## config.mk

```make
export PLATFORM = sky130hd
export DESIGN_NAME = amdt_count_ram
export DESIGN_NICKNAME = d
export VERILOG_FILES = /design/src/rtl/amdt_pkg.sv /design/src/rtl/amdt_count_ram.sv
export SDC_FILE = /design/constraint.sdc
export NUM_CORES = 1
export LEC_CHECK = 0
export BUFFER_PORTS_ARGS = -buffer_cell sky130_fd_sc_hd__buf_2
export CORE_MARGIN = 3
export CORE_UTILIZATION = 35
export CTS_BUF_LIST = sky130_fd_sc_hd__clkbuf_4 sky130_fd_sc_hd__clkbuf_8
export DETAILED_ROUTE_END_ITERATION = 10
export PLACE_DENSITY = 0.55
export SYNTH_ARGS = -nofsm -noshare
export SYNTH_HDL_FRONTEND = slang
export SYNTH_SLANG_ARGS = --single-unit
```

## constraint.sdc

```tcl
create_clock -name clk -period 2.5 [get_ports clk]
set_input_delay 0 -clock clk [delete_from_list [all_inputs] [get_ports clk]]
set_output_delay 0 -clock clk [all_outputs]
set_load 0.005 [all_outputs]
```

## src/rtl/amdt_pkg.sv

```systemverilog
// shared types and constants of the adjacency matrix degree tracker
`default_nettype none

package amdt_pkg;

    // field widths fixed by the item format
    localparam int VERTEX_W = 8;
    localparam int COUNT_W  = 8;

    // counters saturate at their all-ones value
    localparam logic [COUNT_W-1:0] COUNT_LIMIT = {COUNT_W{1'b1}};

    // reset value of the vertex count register
    localparam logic [VERTEX_W-1:0] VERTEX_COUNT_RESET = 8'd128;

    // action codes
    localparam logic ACT_INSERT = 1'b0;
    localparam logic ACT_QUERY  = 1'b1;

    // status codes
    localparam logic STATUS_OK    = 1'b0;
    localparam logic STATUS_RANGE = 1'b1;

    // stream widths
    localparam int S_TDATA_W = 16;
    localparam int M_TDATA_W = 24;

    // request held between the read and the writeback cycle
    typedef struct packed {
        logic                action;
        logic                ok;
        logic [VERTEX_W-1:0] src_m1;
        logic [VERTEX_W-1:0] dst_m1;
    } item_t;

endpackage

`default_nettype wire

```

## src/rtl/amdt_count_ram.sv

```systemverilog
// per-vertex degree counter memory
`default_nettype none

module amdt_count_ram
    import amdt_pkg::*;
#(
    parameter int DEPTH = 128
) (
    input  wire logic                     clk,
    input  wire logic                     re,
    input  wire logic [$clog2(DEPTH)-1:0] raddr,
    output logic      [COUNT_W-1:0]       rdata,
    input  wire logic                     we,
    input  wire logic [$clog2(DEPTH)-1:0] waddr,
    input  wire logic [COUNT_W-1:0]       wdata
);

    logic [COUNT_W-1:0] mem [DEPTH];
    logic [COUNT_W-1:0] rdata_reg;

    // single write port
    always_ff @(posedge clk)
    begin
        if (we)
        begin
            mem[waddr] <= wdata;
        end
    end

    // registered read, held while re is low
    always_ff @(posedge clk)
    begin
        if (re)
        begin
            rdata_reg <= mem[raddr];
        end
    end

    assign rdata = rdata_reg;

endmodule

`default_nettype wire

```

==> summary.md <==
| Metric | Value |
|---|---|
| PortBufs | 32 |
| Antenna violations before repair | 10 |
| All-Layer GR Usage | 0.168 |
| Clk Latency, worst-skew pair | roughly 0.80 ns |
| Register bit count reported by yosys | roughly 1000 |
| Crit share post-route | 1.06 |
| # Post-CTS Setup Buffers | 0 |
| Routed vias | between 15000 and 20000 |
| Final Max Tran Viols | 0 |
| F_max | 0.379 GHz |
| Rel. slew slack | 0.309 |
| Post-Syn Nets | between 1500 and 2000 |
| Clock sinks | between 1000 and 1500 |
| Combinational Power Share | 0.058 |
| Dpl ws | -0.370 ns |
| Synth area leaders | edfxtp_1, mux4_2, nor2_1 |
| Syn-to-layout area delta | 18.6% |
| Setup crit start kind | flip-flop |
| Met1 Usage GRT | 0.233 |
| Worst-Margin Slew | approximately 1.0 ns |
| Largest stage delay on the critical path | 0.61 ns |
| Final Wtd Congestion | ~0.84 |
| RSZ-0062 raised after global routing | true |
| Starting Density | 0.356 |
| Register area | roughly 0.031 mm2 |
| Horiz. Die Dim | around 340 um |
| Min Clock Period, post-route | 2.64 ns |
| Kind of critical path | reg -> reg |
| DRC errors left | 0 |
| Die area | roughly 0.12 mm2 |
| P_leak | ~15 nW |
| Area leader, netlist | edfxtp_1 |
| Mapped Area | ~0.040 mm2 |
| Worst hold path type | in -> reg |
| Clock transition at path regs | approximately 0.06 ns |
| Die Y | 343 um |
| Clock tree buffer depth | 3 |
| CP max FO | 1 |
| Final hold vios | 0 |
| Drt wl/cell | about 27 um |
| Fin cells | 3627 |
| Critical path buffers and inverters | 0 |
| Placed insts | around 3300 |
| Area of the multi-input gates | about 0.0084 mm2 |
| Max IR drop VDD | around 0.00043 V |
| Top cell type's share of synthesized area | 0.780 |
| Area of the core | around 0.11 mm2 |
| Fillers | between 9000 and 10000 |
| Failing checks | setup timing |
| M2 GR Usage | 0.267 |
| Largest net degree at the start of global routing | 89 |
| Post-synth top cells | edfxtp_1, mux4_2, nor2_1 |
| PwrDens | about 740 mW/mm2 |
| Nets | roughly 2000 |
| Worst Skew | around 0.036 ns |
| Global Route met3 Usage | 0.0365 |
| Critical path's top delay family | multiplexers |
| WP data arrival | ~3.2 ns |
| YS warnings | 0 |
| Synthesized area per cell | around 24 um2 |
| CTS tree | done |
| First-pass GRT wire length | roughly 140 mm |
| Reg power frac | 0.550 |
| DPL Wire Length | 63.3 mm |
| Max Cap Violations | 0 |
| GRT busiest layer | met2 |
| Most used cell, CP | mux4_2 |
| Vias in the first global route | around 20000 |
| Max reg flops | a little over 1000 |
| Io pins | 33 |
| Drt first pass iters | 5 |
| Sequential area share after synthesis | 0.780 |
| Count leader, synth | edfxtp_1 |
| Post-Route WL | about 97 mm |
| Sw Pwr | about 7.7 mW |
| CTS Buf Count | between 150 and 200 |
| Global route total overflow | 0 |
| Slowest cell on crit path | mux4_2 |
| Pint | around 27 mW |
| Final setup margin | -0.139 ns |
| Synth cell types | 16 |
| Row count | ~120 |
| Crit. End Element | flip-flop |
| Setup Viol. Count Final | 7 |
| Status | finished, violations left |
| Switching share of power | 0.222 |
| Clock network fraction of design power | 0.392 |
| Share of cells above drive strength 1 | 0.406 |
| Iter 0 DRT Violations | roughly 1900 |
| Prevailing post-synth register cell | edfxtp_1 |
| Synthesized netlist cell count | approximately 1600 |
| Post-route ant nets | 0 |
| Worst path cell trace | mux4_2 -> mux4_2 -> mux4_2 -> mux2_4 |
| Number of synthesized flops with an enable pin | roughly 1000 |
| H-tree depth | 4 |
| Root Buffer | clkbuf_8 |
| WP data required | between 3 and 4 ns |
| Async SR Flop Fraction | 0 |
| Vias per cell | around 5.2 |
==> worst min-delay path, cell delays in order <==
cell and delay, ns:
buf_2 0.17, nand3_1 0.30, nor2_1 0.07, buf_4 0.17
==> cells by family after synthesis <==
| logic type | count (synthesis) | share of synthesized area |
|---|---|---|
| DFF | 1032 | 0.780 |
| muxes | 344 | 0.193 |
| and+or+nand+nor | 170 | 0.0175 |
| buffers and inverters | 89 | 0.0101 |
==> power by group through the flow <==
| stage | Clock, mW | Combinational, mW | Sequential [mW] |
|---|---|---|---|
| 2_1_floorplan | 0 | 0.976 | 19.5 |
| 3_3_place_gp | 0 | 2.00 | 19.5 |
| 3_5_place_dp | 0 | 2.02 | 19.5 |
| 4_1_cts | 14.1 | 2.05 | 19.2 |
| 5_1_grt | 14.9 | 2.14 | 19.2 |
| 6_report | 13.7 | 2.02 | 19.2 |
==> metrics by stage <==
stage | TNS (ns) | utilization | instance area [um2] | power [mW] | hold WS, ns
after global placement | -2.66 | 0.392 | 43800 | 21.5 | 0.445
after CTS | -0.610 | 0.422 | 47100 | 35.3 | 0.00949
after detailed placement | -2.62 | 0.392 | 43800 | 21.5 | 0.447
after floorplan | 0 | - | 39800 | 20.5 | 0.0989
after global routing | -0.719 | 0.422 | 47100 | 36.2 | 0.0701
final | -0.490 | 0.422 | 47100 | 34.9 | 0.0976
==> layout by cell type (no fill, tap or decap), drive strengths merged, types with 8 or more instances in the layout <==
| cell type | instances |
|---|---|
| nor2 | 122 |
| edfxtp | 1032 |
| inv | 8 |
| nor3 | 9 |
| mux2 | 8 |
| clkinv | 69 |
| dlygate4sd3 | 19 |
| nand3 | 12 |
| clkbuf | 206 |
| nand2 | 14 |
| buf | 280 |
| mux4 | 336 |
==> per-layer routing <==
layer,wire (um),up-vias,part of all wire
met2,47100,634,0.48
li1,-,7811,-
met4,2140,8,0.022
met1,41500,10200,0.43
met5,56,-,0.00058
met3,6490,160,0.067
==> area by class of cell <==
type	instances	share of cell area
Sequential cell	1032	0.658
Multi-Input combinational cell	514	0.178
Timing Repair Buffer	299	0.0596
Clock buffer	206	0.0547
Tap cell	1488	0.0395
Clock inverter	84	0.0107
Antenna cell	4	0.000212
==> path summary, 6_finish.rpt <==
path | start | to | slack (ns) | cells after the start
setup / recovery | mem[13][7] | rdata[7] | -0.14 | 4
setup reg to reg | mem[13][7] | rdata[7] | -0.14 | 4
hold reg to reg | mem[63][3] | rdata[3] | 1.24 | 4
hold / removal | waddr[3] | mem[28][3] | 0.1 | 4
==> what timing repair did <==
action                                  CTS  global route
endpoints found under the hold margin  1094             0
gates resized for setup                   1             4
setup endpoints to repair                 8             8
hold buffers                             19             0
No activity file was read; power rests on OpenSTA's default activity.
